<file path="src/rtl/wnea_pkg.sv">
`default_nettype none
package wnea_pkg;
	localparam int FREE_PARAMS = 4;
	localparam int TRI_SIZE = FREE_PARAMS * (FREE_PARAMS + 1) / 2;
	localparam int LANES = FREE_PARAMS + 1;
	localparam int CHI_LANE = FREE_PARAMS;
	localparam int NUM_PHASES = FREE_PARAMS + 2;
	localparam int PH_W = $clog2(NUM_PHASES);
	localparam int LIDX_W = (FREE_PARAMS > 1) ? $clog2(FREE_PARAMS) : 1;
	localparam int TRI_W = (TRI_SIZE > 1) ? $clog2(TRI_SIZE) : 1;
	localparam int CFG_IDX_W = 2;
	localparam int CFG_DATA_W = 16;

	localparam logic [CFG_IDX_W-1:0] REG_POINTS_SCALE = 2'd0;
	localparam logic [CFG_IDX_W-1:0] REG_WEIGHT_EPSILON = 2'd1;
	localparam logic [15:0] POINTS_SCALE_RST = 16'd256;
	localparam logic [15:0] WEIGHT_EPSILON_RST = 16'd1;

	localparam logic [1:0] KIND_ALPHA = 2'd0;
	localparam logic [1:0] KIND_BETA = 2'd1;
	localparam logic [1:0] KIND_CHI = 2'd2;

	// lane passes: weight product, alpha columns, beta; chi lane uses the first three
	localparam logic [PH_W-1:0] PH_T = PH_W'(0);
	localparam logic [PH_W-1:0] PH_U = PH_W'(1);
	localparam logic [PH_W-1:0] PH_CHI = PH_W'(2);
	localparam logic [PH_W-1:0] PH_BETA = PH_W'(FREE_PARAMS + 1);

	localparam logic [LIDX_W-1:0] LAST_IDX = LIDX_W'(FREE_PARAMS - 1);

	localparam logic signed [63:0] S64_MAX = 64'sh7FFF_FFFF_FFFF_FFFF;
	localparam logic signed [63:0] S64_MIN = 64'sh8000_0000_0000_0000;

	typedef enum logic [1:0] {
		SH_0 = 2'd0,
		SH_12 = 2'd1,
		SH_16 = 2'd2
	} shift_t;

	typedef struct packed {
		logic action;
		logic excluded;
		logic signed [31:0] measured_counts;
		logic signed [31:0] model_counts;
		logic [31:0] error_bar;
		logic signed [31:0] deriv_0;
		logic signed [31:0] deriv_1;
		logic signed [31:0] deriv_2;
		logic signed [31:0] deriv_3;
	} point_t;

	typedef struct packed {
		logic [1:0] kind;
		logic [1:0] row;
		logic [1:0] col;
		logic signed [63:0] value;
		logic last;
	} result_t;

	typedef struct packed {
		logic valid;
		logic [PH_W-1:0] phase;
	} phase_ctl_t;

	function automatic logic signed [63:0] sat_add(input logic signed [63:0] a,
			input logic signed [63:0] b);
		logic [64:0] s;
		s = {a[63], a} + {b[63], b};
		if (s[64] != s[63]) return s[64] ? S64_MIN : S64_MAX;
		return s[63:0];
	endfunction

	function automatic logic [63:0] mag64(input logic signed [63:0] a);
		return a[63] ? (64'd0 - a) : a;
	endfunction

	function automatic logic [TRI_W-1:0] tri_idx(input int r, input int c);
		return TRI_W'((r * (r + 1)) / 2 + c);
	endfunction

	function automatic logic [1:0] idx2(input logic [LIDX_W-1:0] v);
		logic [LIDX_W+1:0] w;
		w = {2'b00, v};
		return w[1:0];
	endfunction

	function automatic logic signed [31:0] deriv_of(input point_t p, input int j);
		case (j)
			0: return p.deriv_0;
			1: return p.deriv_1;
			2: return p.deriv_2;
			3: return p.deriv_3;
			default: return 32'sd0;
		endcase
	endfunction
endpackage
`default_nettype wire

</file>
<file path="src/rtl/wnea_div.sv">
`default_nettype none
module wnea_div (
	input logic clk,
	input logic arst_n,
	input logic start,
	input logic [63:0] divisor,
	output logic done,
	output logic [31:0] quot
);
	import wnea_pkg::*;

	localparam int NUM_W = 41;
	localparam int CNT_W = $clog2(NUM_W);

	logic [63:0] rem_q;
	logic [63:0] div_q;
	logic [NUM_W-1:0] q_q;
	logic [CNT_W-1:0] cnt_q;
	logic run_q;
	logic done_q;
	logic [64:0] shifted;
	logic [64:0] diff;
	logic ge;

	// restoring division of 2^40, one quotient bit a cycle
	always_comb begin
		shifted = {rem_q, (cnt_q == CNT_W'(NUM_W - 1))};
		diff = shifted - {1'b0, div_q};
		ge = (shifted >= {1'b0, div_q});
	end

	always_ff @(posedge clk or negedge arst_n) begin
		if (!arst_n) begin
			run_q <= 1'b0;
			done_q <= 1'b0;
			cnt_q <= '0;
		end else begin
			done_q <= run_q && (cnt_q == '0);
			if (start) begin
				run_q <= 1'b1;
				cnt_q <= CNT_W'(NUM_W - 1);
			end else if (run_q) begin
				if (cnt_q == '0) run_q <= 1'b0;
				else cnt_q <= cnt_q - 1'b1;
			end
		end
	end

	always_ff @(posedge clk) begin
		if (start) begin
			div_q <= divisor;
			rem_q <= '0;
		end else if (run_q) begin
			rem_q <= ge ? diff[63:0] : shifted[63:0];
			q_q <= {q_q[NUM_W-2:0], ge};
		end
	end

	assign done = done_q;
	assign quot = (q_q[NUM_W-1:32] != '0) ? 32'hFFFF_FFFF : q_q[31:0];
endmodule
`default_nettype wire

</file>
<file path="config.mk">
export PLATFORM = sky130hd
export DESIGN_NAME = wnea_div
export DESIGN_NICKNAME = d
export VERILOG_FILES = /design/src/rtl/wnea_pkg.sv /design/src/rtl/wnea_div.sv
export SDC_FILE = /design/constraint.sdc
export NUM_CORES = 1
export LEC_CHECK = 0
export BUFFER_PORTS_ARGS = -buffer_cell sky130_fd_sc_hd__clkbuf_2
export CAP_MARGIN = 10
export CORE_ASPECT_RATIO = 2
export CORE_MARGIN = 2
export CORE_UTILIZATION = 50
export DETAILED_ROUTE_END_ITERATION = 7
export PLACE_DENSITY = 0.69
export SLEW_MARGIN = 20
export SYNTH_ARGS = -nofsm -noshare
export SYNTH_HDL_FRONTEND = slang
export SYNTH_SLANG_ARGS = --single-unit
</file>
<file path="constraint.sdc">
create_clock -name clk -period 7.08 [get_ports clk]
set_input_delay 2.124 -clock clk [delete_from_list [all_inputs] [get_ports clk]]
set_output_delay 2.124 -clock clk [all_outputs]
set_load 0.01 [all_outputs]
</file>
# --- Word-level counts from Yosys, hierarchy flattened ---
# Cells that the tools add are included.
classes:
  n_addsub: 2
  mul: 0
  n_div: 0
  n_lt_le_gt_ge: 1
  eq_ne: 2
  n_shift: 0
  muxes: 8
  n_bitwise: 1
  reduce_logical: 6
ops:
  columns: ["op", "n"]
  rows:
  - ["$ge A65 B64 Y1", 1]
  - ["$mux W64", 1]
  - ["$sub A64 B64 Y64", 1]
  - ["$mux W32", 1]
  - ["$mux W6", 3]
  - ["$reduce_bool A9 Y1", 1]
  - ["$eq A6 B6 Y1 const B", 1]
  - ["$logic_not A6 Y1", 1]
  - ["$sub A6 B1 Y6 const B", 1]
  - ["$reduce_and A2 Y1", 2]
  - ["$mux W1", 3]
  - ["$ne A2 B2 Y1 const B", 1]
  - ["$reduce_bool A2 Y1", 1]
  - ["$logic_and A1 B1 Y1", 1]
  - ["$not A1 Y1", 1]
totals:
  reg_bits: 177
  latchBits: 0
  ramBits: 0
  mem_bits_ro: 0
  in_bits: 67
  out_inout_bits: 33
  memories: 0

# --- Logic depth before layout (Yosys ltp) ---
depth:
  word_depth: 4
  depth_mapped: 17

# --- Least setup slack after synthesis ---
# Ideal clock, no wire load.
synth_timing:
  kind: "input to register"
  from: "input start"
  to: "register rem_q[57]"
  setup_time_ns: 0.140
  t_arrival_ns: 3.923
  t_required_ns: 6.940
  path_slack_ns: 3.016
  stages: 5
  cell_sequence: "nand2b_1 -> clkinv_1 -> nand2_1 -> clkbuf_1 -> o221ai_1"
synth_rtl:
  columns: ["item", "line_no", "rtl"]
  rows:
  - ["start: declaration", "wnea_div.sv:5", "input logic start,"]
  - ["end signal: assignment", "wnea_div.sv:54", "rem_q <= ge ? diff[63:0] : shifted[63:0];"]
  - ["end: declaration", "wnea_div.sv:15", "logic [63:0] rem_q;"]

# --- Final worst setup path ---
layout_timing:
  from: "register cnt_q[0]"
  to: "register rem_q[32]"
layout_between:
  elab_chain_len: 3
  elab_cells_between_ends: 4
  cone_classes: "add/sub (1); order compare (1); eq/ne (1); mux (1)"
layout_rtl:
  columns: ["item", "line_no", "rtl"]
  rows:
  - ["start: declaration", "wnea_div.sv:18", "logic [CNT_W-1:0] cnt_q;"]
  - ["start signal: assignment", "wnea_div.sv:41", "cnt_q <= CNT_W'(NUM_W - 1);"]
  - ["start signal: assignment", "wnea_div.sv:44", "else cnt_q <= cnt_q - 1'b1;"]
  - ["$eq A6 B6 Y1 *", "wnea_div.sv:27", "shifted = {rem_q, (cnt_q == CNT_W'(NUM_W - 1))};"]
  - ["$sub A64 B64 Y64 / $ge A65 B64 Y1 (equally long branches)", "wnea_div.sv:28, wnea_div.sv:29", null]
  - ["$mux W64 *", "wnea_div.sv:54", null]
# Mark *: on every way between the ends. The rest lies on a longest branch, timed or not.
# A chain may end at the register's enable or synchronous reset.

==> results.cfg <==
[pwr]
ir_drop_uv = 174
p_leak_nw = 4.96
p_total_mw = 2.51
power.density_nw_per_um2 = 208

[timing]
worst_slew_pin_slew_ps = 1060
fin_crit_sh = 0.646
max_freq_ghz = 0.219
max_slew_margin = 0.291
whs_ps = 447
finalHoldViolations = 0
tns_ps = 0
setup_viol = 0
layout_min_cycle_time_ps = 4570
finClkSkew_ps = 11.4
rsz0062_at_grt = false
slew_viol_final = 0

[global_routing]
grt_max_degree = 90
grt_pass1_wl_um = 45500
grt_pass1_vias = 9199
grt_util_all_layers = 0.257
grt-ovfl-total = 0
antenna_found_initial = 0

[final_layout]
multi_input_comb_area_um2 = 5650
fin_util = 0.563
syn_to_final_growth_pct = 11.0
drive_gt1_frac = 0.145
stdcell_count = 1551
ff_latch_area_um2 = 4640
nFillCells = 2017
diodes = 0
nets = 1398

[die]
rows = 76
die-area_um2 = 23100
die_height_um = 213
start_util = 0.507
die_w_um = 108
core_area_um2 = 21500
io_pins = 100

[synth]
yosysUniqueCellTypes = 81
ys_seq_area_frac = 0.425
synth-seq-cells = 177
synth-edff-count = 105
synth_most_common_cell = nand2_1
netlist_area_um2 = 10900
synthAdderAreaFrac = 0.0765
synth_top_family_by_area = compound AO/OA/AOI/OAI gates
synth-compound-area-share = 0.204
syn-num-nets = 1329
netlist_top_cells_area = edfxtp_1, dfxtp_1, ha_1
ys.flop_type = edfxtp_1
yosys_warnings = 0
synthMuxAreaShare = 0.0241
synthTopCellsByCount = nand2_1, nor2_1, edfxtp_1
syn_area_per_cell_um2 = 9.11
netlist.area_leader.share = 0.289
async_flop_share = 0.0452
synthSimpleGateAreaFrac = 0.173
synthXorXnorAreaFrac = 0.0410
synth.largest_area_cell = edfxtp_1
synthCells = 1196

[critical_path]
startpoint_type = flip-flop
worst-path-max-fanout = 30
worstSetupEndpointType = flip-flop
path_class = flip-flop to flip-flop
cp.required_ps = 7440
crit_arrival_ps = 4930

[detailed_routing]
wl_um = 28800
drt-initial-drc-count = 446
first_pass_iters = 5
detail_route.wl_per_cell_um = 18.5
drc = 0
vias = 9295
viasPerCell = 5.99
drt.antenna.violating_nets = 0

[hold_path]
hold_class = flip-flop to flip-flop

[clock_network]
cts_buffers = 17
cts-root-buf = clkbuf_16
htreeDepth = 4
clk_pin_slew_ps = 70
cts_hold_buf = 0
postCtsResizedCells = 0
tritoncts = built
cts_setup_buffers = 0
clk_latency_ps = 460
clockBufferDepth = 2
cts_sinks = 177

[status]
status = finished clean

[run]
max_cap_violations = 0

[place]
place.gp.congestion = 0.933
placedCellCount = 1519
place_hpwl_um = 21500
portBuffers = 99
report_power, final:
| part | switching (mW) | total, mW | internal [mW] |
|---|---|---|---|
| registers | 0.0364 | 1.20 | 1.16 |
| clock network | 0.430 | 0.951 | 0.521 |
| logic | 0.225 | 0.363 | 0.138 |
| total | 0.691 | 2.51 | 1.82 |
cells in the final DEF (no fill, tap or decap), types with 8 or more instances in the layout:
| master | Yosys | layout |
|---|---|---|
| a211oi_1 | 32 | 32 |
| a21o_1 | 24 | 24 |
| a21oi_1 | 102 | 102 |
| a311oi_1 | 19 | 19 |
| a31oi_1 | 12 | 12 |
| and3_1 | 9 | 9 |
| buf_4 | 2 | 8 |
| clkbuf_16 | 0 | 17 |
| clkbuf_2 | 0 | 98 |
| dfxtp_1 | 64 | 64 |
| edfxtp_1 | 105 | 105 |
| ha_1 | 65 | 65 |
| inv_1 | 87 | 87 |
| mux2i_1 | 24 | 24 |
| nand2_1 | 115 | 115 |
| nand2b_1 | 12 | 12 |
| nand3_1 | 22 | 22 |
| nand4_1 | 21 | 21 |
| nor2_1 | 106 | 106 |
| nor3_1 | 18 | 18 |
| o211ai_1 | 11 | 11 |
| o21ai_0 | 61 | 61 |
| o21bai_1 | 15 | 15 |
| or2_2 | 35 | 35 |
| or3_1 | 16 | 16 |
| xnor2_1 | 27 | 27 |
| xor2_1 | 24 | 24 |
final cells by class:
cell class              instances  share of cell area
multi-input cells             874               0.467
flip-flops and latches        177               0.383
repair buffers                106              0.0455
inverters                      89              0.0276
clock buffers                  17              0.0352
clock inverters                15              0.0129
well taps                     273              0.0282
final timing paths:
check,depth (start not counted),slack (ps),startpoint,to
hold reg to reg,0,450,q_q[9]$_DFFE_PP_,q_q[10]$_DFFE_PP_
hold / removal,0,450,q_q[9]$_DFFE_PP_,q_q[10]$_DFFE_PP_
setup / recovery,16,2510,cnt_q[0]$_DFFE_PN0P_,rem_q[32]$_SDFFE_PP0P_
max in group asynchronous,1,5390,arst_n,run_q$_DFF_PN0_
setup reg to reg,16,2510,cnt_q[0]$_DFFE_PN0P_,rem_q[32]$_SDFFE_PP0P_
min in group asynchronous,1,1500,arst_n,cnt_q[4]$_DFFE_PN0P_
per-stage QoR:
| step | worst slack (ps) | instance area, µm² |
|---|---|---|
| after floorplan | 3020 | 10900 |
| final | 2510 | 12100 |
| after global routing | 2250 | 12100 |
| after global placement | 2710 | 11500 |
| after detailed placement | 2570 | 11500 |
| after CTS | 2460 | 12100 |
critical path, stage by stage, from the launching register on:
cell       delay (ps)
dfrtp_1           380
inv_1              90
ha_1              180
nand2b_1           90
or3_1             410
ha_1              210
nand2b_1          150
a21oi_1           290
o21ai_0           160
o31a_1            370
o2111ai_1         260
nand3_1           100
a21o_1            190
inv_2             530
buf_4             490
mux2_2            400
a22o_1            170
cells by family (layout without fill, tap and decap cells):
group / Yosys count / in the layout
fa+ha+maj: 66 / 66
compound gates: 340 / 340
xor+xnor: 51 / 51
flops: 177 / 177
buf+inv: 145 / 227
simple gates: 391 / 391
mux: 26 / 26
sequential cells by signal (all words and copies together) (netlist names):
register / flops
div_q: 64
rem_q: 64
q_q: 41
cnt_q: 6
done: 1
run_q: 1
routing by layer:
layer  GRT usage  up-vias  wire length, µm
met5           0        -                0
met4       0.184        0             1860
met3      0.0403      122             1260
met2       0.465      315            15200
met1       0.263     4367            10400
li1            -     4491                -
(Power assumes the default switching activity.)
