==> config.mk <==
export PLATFORM = sky130hd
export DESIGN_NAME = wnea_mul
export DESIGN_NICKNAME = d
export VERILOG_FILES = /design/src/rtl/wnea_pkg.sv /design/src/rtl/wnea_mul.sv
export SDC_FILE = /design/constraint.sdc
export NUM_CORES = 2
export LEC_CHECK = 0
export ABC_AREA = 1
export BUFFER_PORTS_ARGS = -buffer_cell sky130_fd_sc_hd__buf_4
export CAP_MARGIN = 20
export CORE_MARGIN = 8
export CORE_UTILIZATION = 66
export DETAILED_ROUTE_END_ITERATION = 10
export PLACE_DENSITY = 0.82
export SYNTH_ARGS = -nofsm -noshare
export SYNTH_HDL_FRONTEND = slang
export SYNTH_SLANG_ARGS = --single-unit
==> constraint.sdc <==
create_clock -name clk -period 9.4 [get_ports clk]
set_clock_uncertainty 0.2 [all_clocks]
set_input_delay 0.94 -clock clk [delete_from_list [all_inputs] [get_ports clk]]
set_output_delay 0.94 -clock clk [all_outputs]
set_load 0.02 [all_outputs]
==> src/rtl/wnea_pkg.sv <==
`default_nettype none
package wnea_pkg;
	localparam int FREE_PARAMS = 4;
	localparam int TRI_SIZE = FREE_PARAMS * (FREE_PARAMS + 1) / 2;
	localparam int LANES = FREE_PARAMS + 1;
	localparam int CHI_LANE = FREE_PARAMS;
	localparam int NUM_PHASES = FREE_PARAMS + 2;
	localparam int PH_W = $clog2(NUM_PHASES);
	localparam int LIDX_W = (FREE_PARAMS > 1) ? $clog2(FREE_PARAMS) : 1;
	localparam int TRI_W = (TRI_SIZE > 1) ? $clog2(TRI_SIZE) : 1;
	localparam int CFG_IDX_W = 2;
	localparam int CFG_DATA_W = 16;

	localparam logic [CFG_IDX_W-1:0] REG_POINTS_SCALE = 2'd0;
	localparam logic [CFG_IDX_W-1:0] REG_WEIGHT_EPSILON = 2'd1;
	localparam logic [15:0] POINTS_SCALE_RST = 16'd256;
	localparam logic [15:0] WEIGHT_EPSILON_RST = 16'd1;

	localparam logic [1:0] KIND_ALPHA = 2'd0;
	localparam logic [1:0] KIND_BETA = 2'd1;
	localparam logic [1:0] KIND_CHI = 2'd2;

	// lane passes: weight product, alpha columns, beta; chi lane uses the first three
	localparam logic [PH_W-1:0] PH_T = PH_W'(0);
	localparam logic [PH_W-1:0] PH_U = PH_W'(1);
	localparam logic [PH_W-1:0] PH_CHI = PH_W'(2);
	localparam logic [PH_W-1:0] PH_BETA = PH_W'(FREE_PARAMS + 1);

	localparam logic [LIDX_W-1:0] LAST_IDX = LIDX_W'(FREE_PARAMS - 1);

	localparam logic signed [63:0] S64_MAX = 64'sh7FFF_FFFF_FFFF_FFFF;
	localparam logic signed [63:0] S64_MIN = 64'sh8000_0000_0000_0000;

	typedef enum logic [1:0] {
		SH_0 = 2'd0,
		SH_12 = 2'd1,
		SH_16 = 2'd2
	} shift_t;

	typedef struct packed {
		logic action;
		logic excluded;
		logic signed [31:0] measured_counts;
		logic signed [31:0] model_counts;
		logic [31:0] error_bar;
		logic signed [31:0] deriv_0;
		logic signed [31:0] deriv_1;
		logic signed [31:0] deriv_2;
		logic signed [31:0] deriv_3;
	} point_t;

	typedef struct packed {
		logic [1:0] kind;
		logic [1:0] row;
		logic [1:0] col;
		logic signed [63:0] value;
		logic last;
	} result_t;

	typedef struct packed {
		logic valid;
		logic [PH_W-1:0] phase;
	} phase_ctl_t;

	function automatic logic signed [63:0] sat_add(input logic signed [63:0] a,
			input logic signed [63:0] b);
		logic [64:0] s;
		s = {a[63], a} + {b[63], b};
		if (s[64] != s[63]) return s[64] ? S64_MIN : S64_MAX;
		return s[63:0];
	endfunction

	function automatic logic [63:0] mag64(input logic signed [63:0] a);
		return a[63] ? (64'd0 - a) : a;
	endfunction

	function automatic logic [TRI_W-1:0] tri_idx(input int r, input int c);
		return TRI_W'((r * (r + 1)) / 2 + c);
	endfunction

	function automatic logic [1:0] idx2(input logic [LIDX_W-1:0] v);
		logic [LIDX_W+1:0] w;
		w = {2'b00, v};
		return w[1:0];
	endfunction

	function automatic logic signed [31:0] deriv_of(input point_t p, input int j);
		case (j)
			0: return p.deriv_0;
			1: return p.deriv_1;
			2: return p.deriv_2;
			3: return p.deriv_3;
			default: return 32'sd0;
		endcase
	endfunction
endpackage
`default_nettype wire

==> src/rtl/wnea_mul.sv <==
`default_nettype none
module wnea_mul (
	input logic clk,
	input logic arst_n,
	input logic start,
	input logic signed [63:0] op_a,
	input logic signed [63:0] op_b,
	input wnea_pkg::shift_t shift,
	output logic done,
	output logic signed [63:0] product
);
	import wnea_pkg::*;

	logic [63:0] ua_q;
	logic [63:0] ub_q;
	logic neg_q;
	shift_t shift_q;
	logic [1:0] sel_q;
	logic [1:0] sel_s1;
	logic issue_q;
	logic add_s1;
	logic fin_q;
	logic done_q;
	logic [63:0] pp_s1;
	logic [127:0] sum_q;
	logic signed [63:0] product_q;
	logic [31:0] half_a;
	logic [31:0] half_b;
	logic [127:0] pp_ext;
	logic [127:0] shr;
	logic [63:0] limit;
	logic [63:0] mag;

	// magnitude product from four 32x32 partials, then shift and saturate
	always_comb begin
		half_a = sel_q[0] ? ua_q[63:32] : ua_q[31:0];
		half_b = sel_q[1] ? ub_q[63:32] : ub_q[31:0];
		case (sel_s1)
			2'd0: pp_ext = {64'd0, pp_s1};
			2'd3: pp_ext = {pp_s1, 64'd0};
			default: pp_ext = {32'd0, pp_s1, 32'd0};
		endcase
		case (shift_q)
			SH_12: shr = sum_q >> 12;
			SH_16: shr = sum_q >> 16;
			default: shr = sum_q;
		endcase
		limit = neg_q ? 64'h8000_0000_0000_0000 : 64'h7FFF_FFFF_FFFF_FFFF;
		mag = ((shr[127:64] != 64'd0) || (shr[63:0] > limit)) ? limit : shr[63:0];
	end

	always_ff @(posedge clk or negedge arst_n) begin
		if (!arst_n) begin
			issue_q <= 1'b0;
			add_s1 <= 1'b0;
			fin_q <= 1'b0;
			done_q <= 1'b0;
			sel_q <= '0;
		end else begin
			add_s1 <= issue_q;
			fin_q <= add_s1 && (sel_s1 == 2'd3);
			done_q <= fin_q;
			if (start) begin
				issue_q <= 1'b1;
				sel_q <= '0;
			end else if (issue_q) begin
				sel_q <= sel_q + 1'b1;
				if (sel_q == 2'd3) issue_q <= 1'b0;
			end
		end
	end

	always_ff @(posedge clk) begin
		pp_s1 <= half_a * half_b;
		sel_s1 <= sel_q;
		if (start) begin
			ua_q <= mag64(op_a);
			ub_q <= mag64(op_b);
			neg_q <= (op_a[63] != op_b[63]);
			shift_q <= shift;
			sum_q <= '0;
		end else if (add_s1) begin
			sum_q <= sum_q + pp_ext;
		end
		if (fin_q) product_q <= neg_q ? (64'd0 - mag) : mag;
	end

	assign done = done_q;
	assign product = product_q;
endmodule
`default_nettype wire

Word-level counts from Yosys, hierarchy flattened:

Cells that the tools add are included.

* bits in registers: 395
* output and inout port bits: 65
* logic and storage cells: 46

* $add $sub $neg: 5
* multiply operators: 1
* $lt $le $gt $ge: 1
* equal/unequal tests: 5
* multiplexer cells: 14
* reduce and logical (&&, ||, !) cells: 5

Operators by type and width (number)
* 128-bit one-hot mux with 2 select lines: 2
* 64-bit 2-to-1 mux: 3
* 1-bit by 64-bit subtractor with 64-bit output (first input constant): 3
* 128-bit adder: 1
* 63-bit 2-to-1 mux: 2
* 64-bit greater-than comparator: 1
* 32-bit by 32-bit multiplier with 64-bit output: 1
* 32-bit 2-to-1 mux: 2
* 64-bit nonzero test: 1
* 2-bit equality test (second input constant): 3
* 2-bit 2-to-1 mux: 2
* 1-bit 2-to-1 mux: 3
* 2-bit by 1-bit adder with 2-bit output (second input constant): 1
* 2-bit by 1-bit equality test with 1-bit output (second input constant): 1
* 2-bit zero test: 1
* 2-bit nonzero test: 1
* 1-bit logical AND: 1
* 1-bit logical OR: 1
* 1-bit inequality test: 1

Depth between registers and ports, before layout:

* depth after elaboration: 7
* depth in mapped cells: 41
* mapped depth without buffers: 36

Worst setup path before layout:

Ideal clock, no wire load.

* kind: register to register
* start: register sel_q[1]
* end: register pp_s1[63]
* library setup time: 127 ps
* arrival: 7733 ps
* setup slack: 1341 ps
* cell stages (with the launch flop): 31
* clock period less this slack: 8059 ps
* cells stage by stage: dfrtp_1 clkbuf_1 inv_1 clkbuf_1 or2_2 o21ai_1 clkbuf_1 nor2_1 fa_1 fa_1 fa_1 inv_1 fa_1 fa_1 fa_1 inv_1 fa_1 fa_1 ha_1 a21oi_1 a21boi_0 o21ai_0 nand3_1 nand2_1 o21ai_0 nand2_1 a21boi_0 o21bai_1 a21boi_0 o21ai_0 xor2_1

* longest elaborated chain between the ends: 2

RTL lines
* from (decl): RTL line wnea_mul.sv:18 `logic [1:0] sel_q;`
* from (signal assigned): RTL line wnea_mul.sv:67 `sel_q <= sel_q + 1'b1;`
* 32-bit 2-to-1 mux: RTL line wnea_mul.sv:37 `half_b = sel_q[1] ? ub_q[63:32] : ub_q[31:0];`
* 32-bit by 32-bit multiplier with 64-bit output: RTL line wnea_mul.sv:74 `pp_s1 <= half_a * half_b;`
* to (signal assigned): RTL line wnea_mul.sv:74
* to (decl): RTL line wnea_mul.sv:24 `logic [63:0] pp_s1;`

No other way between the ends.
A chain may end at the register's enable or synchronous reset.

Worst setup path in the final report:

* start: register sel_q[0]
* end: register pp_s1[60]

* longest elaborated chain between the ends: 2

RTL lines
* 32-bit 2-to-1 mux: RTL line wnea_mul.sv:36 `half_a = sel_q[0] ? ua_q[63:32] : ua_q[31:0];`
* 32-bit by 32-bit multiplier with 64-bit output: RTL line wnea_mul.sv:74

No other way between the ends.

==> metrics.md <==
| Metric | Value |
|---|---|
| Dpl ws | 0.427 ns |
| Crit path DAT | 9.48 ns |
| First-pass GRT wire length | 359 mm |
| Num CTS Buffers | 48 |
| Layout cell share with drive strength beyond 1 | 7.20% |
| CP required | 9.73 ns |
| Fillers | 8108 |
| Area Growth Syn to Fin | 7.56% |
| Clock transition at path regs | 0.06 ns |
| RSZ-0062 raised after global routing | false |
| Finished Core Util | 71.5% |
| Row cnt | 115 |
| Slowest CP cell | fa_1 |
| Slew @ Worst Pin | 1.17 ns |
| H-tree Lvls | 2 |
| Unique masters post-synth | 67 |
| Io pins | 198 |
| Via Count | 62300 |
| Cells after synthesis | 8747 |
| # DRC | 0 |
| Tot GR Track Use | 43.4% |
| Sequential area share after synthesis | 15.2% |
| Die X | 330 um |
| CTS Buffer Depth | 3 |
| GRT overflow | 0 |
| Post-Place Cell Area | 68400 um2 |
| Largest stage delay on the critical path | 0.57 ns |
| Leading cell types in the layout, fill and taps excluded | 1833 x inv_1, 1363 x nor2_1, 1260 x nand2_1 |
| Routed wire length | 240 mm |
| Max Slew Vio Count | 0 |
| Post-DRT Antenna Nets | 0 |
| Reg area | 9890 um2 |
| Core Footprint | 98100 um2 |
| WS Path Type | reg2reg |
| Post-detail-place hpwl | 197 mm |
| Endpoints failing setup | 0 |
| Fin crit period | 9.14 ns |
| Post-DR wirelength/cell | 23.6 um |
| Number of global-route vias before repair | 62700 |
| CTS tree | done |
| Pin count of the biggest net entering global routing | 84 |
| IO Port Bufs | 197 |
| Critical-path maximum fanout | 24 |
| Mapped cell area | 65200 um2 |
| Sink Count | 395 |
| Max Clock Freq | 109 MHz |
| Commonest non-fill, non-tap cell in the layout | inv_1 |
| Initial Utilization | 66.4% |
| Ys flop type | edfxtp_1 |
| Initial antenna violation count | 9 |
| Hold crit path type | in2reg |
| CTS root buffer | clkbuf_16 |
| Sum Neg Setup Slack | 0 ns |
| Critical path's most frequent cell | fa_1 |
| Placer Congestion | 1.11 |
| Syn Nets | 10200 |
| Via density | 6.12 |
| CP endpoint kind | flop |
| Multi-input gate area | 47200 um2 |
| Final Hold Vio Count | 0 |
| Startpoint types | flop |
| Worst relative slew slack | 21.1% |
| # nets final | 10300 |
| Clk_lat worst skew | 0.68 ns |
| Die Height | 330 um |
| Status | complete, no violations |
| Synth async-reset ratio | 1.52% |
| Max-cap violations | 0 |
| Ys Warns | 0 |
| Number of buffers and inverters on the critical path | 9 |
| Top Family by Delay on Critical Path | adder cells |
| Finished Cell Area | 70100 um2 |
| Router iterations before antenna repair | 8 |
| Iteration-0 DRC Markers | 7420 |
| Crit share post-route | 97.3% |
| Yosys reg bits | 395 |
| Die ar. | 109000 um2 |
| Setup ws final | 0.256 ns |
| Post-synth EDFFs | 195 |
| Syn Area/Cell | 7.45 um2 |
## cells by family after synthesis
family	count (synthesis)	share of synthesized area, %
compound gates	1358	11.8
buf+inv	2170	12.6
simple gates	3188	20.3
xor+xnor	276	3.71
mux	1	0.0173
flops	395	15.2
fa+ha+maj	1359	36.4
## final cells by class
class	instances	share of cell area, %
flip-flops and latches	395	14.1
clock buffers	58	1.81
inverters	1873	10.0
clock inverters	32	0.523
well taps	1287	2.30
repair buffers	355	3.89
diodes	2	0.00714
multi-input cells	6182	67.3
## Yosys cell counts (62+ instances only)
cell         n  area share, %
nor2_1    1363            7.8
ha_1       462            8.9
o21ai_1     79           0.61
xor2_1     175            2.4
nand3_1    238            1.8
inv_1     1836             11
nor3_1      63           0.48
fa_1       897             28
nand2_1   1261            7.3
o221ai_1    62           0.83
edfxtp_1   195            9.0
o22ai_1     65           0.62
o21ai_0    446            3.4
a21oi_1    468            3.6
xnor2_1    101            1.4
dfxtp_1    194            6.0
clkbuf_1   261            1.5
or2_2       73           0.70
## worst paths after layout
path	endpoint	depth (start not counted)	slack [ns]	startpoint
worst min-delay path	shift_q[0]	1	0.25	shift[0]
min in group asynchronous	add_s1	2	0.51	arst_n
max in group asynchronous	add_s1	2	8.32	arst_n
worst max-delay path	pp_s1[60]	29	0.26	sel_q[0]
worst max register to register	pp_s1[60]	29	0.26	sel_q[0]
worst min register to register	add_s1	0	0.26	issue_q
## sequential cells by signal, summed over array words and instances, names as in the netlist, 2 cells and up
signal and cells:
pp_s1 64, product 64, sel_q 2, sel_s1 2
shift_q 2, sum_q 128, ua_q 64, ub_q 64
## routing by layer
metal / track usage, % / share of wire [%]
met2: 67.5 / 44
met3: 12.4 / 13
met4: 31.9 / 9.4
met5: 0.588 / 0.069
met1: 51.1 / 34
## timing repair
action	CTS	global route
gates resized for setup	0	6
endpoints found under the setup margin	0	6
setup buffers	0	2
endpoints found under the hold margin	6	0
hold buffers	1	0
## per-stage QoR
stage | std cells | hold WS [ns]
3_3_place_gp | 10100 | 0.226
3_5_place_dp | 10100 | 0.232
5_1_grt | 10200 | 0.252
2_1_floorplan | 8747 | 0.169
6_report | 10200 | 0.254
4_1_cts | 10200 | 0.237
## worst reg2reg max path: cells and delay by family (launching register included)
kind,cells,cell delay [ns]
AO/OA/AOI/OAI,7,1.56
XOR/XNOR,1,0.20
buffers and inverters,9,1.79
AND/OR/NAND/NOR,3,0.50
flip-flops,1,0.44
adder cells (fa/ha/maj),9,4.38
Power is left out: the tool's default activity adds up to more than one toggle a clock period on the data nets, which glitch-free logic cannot reach.
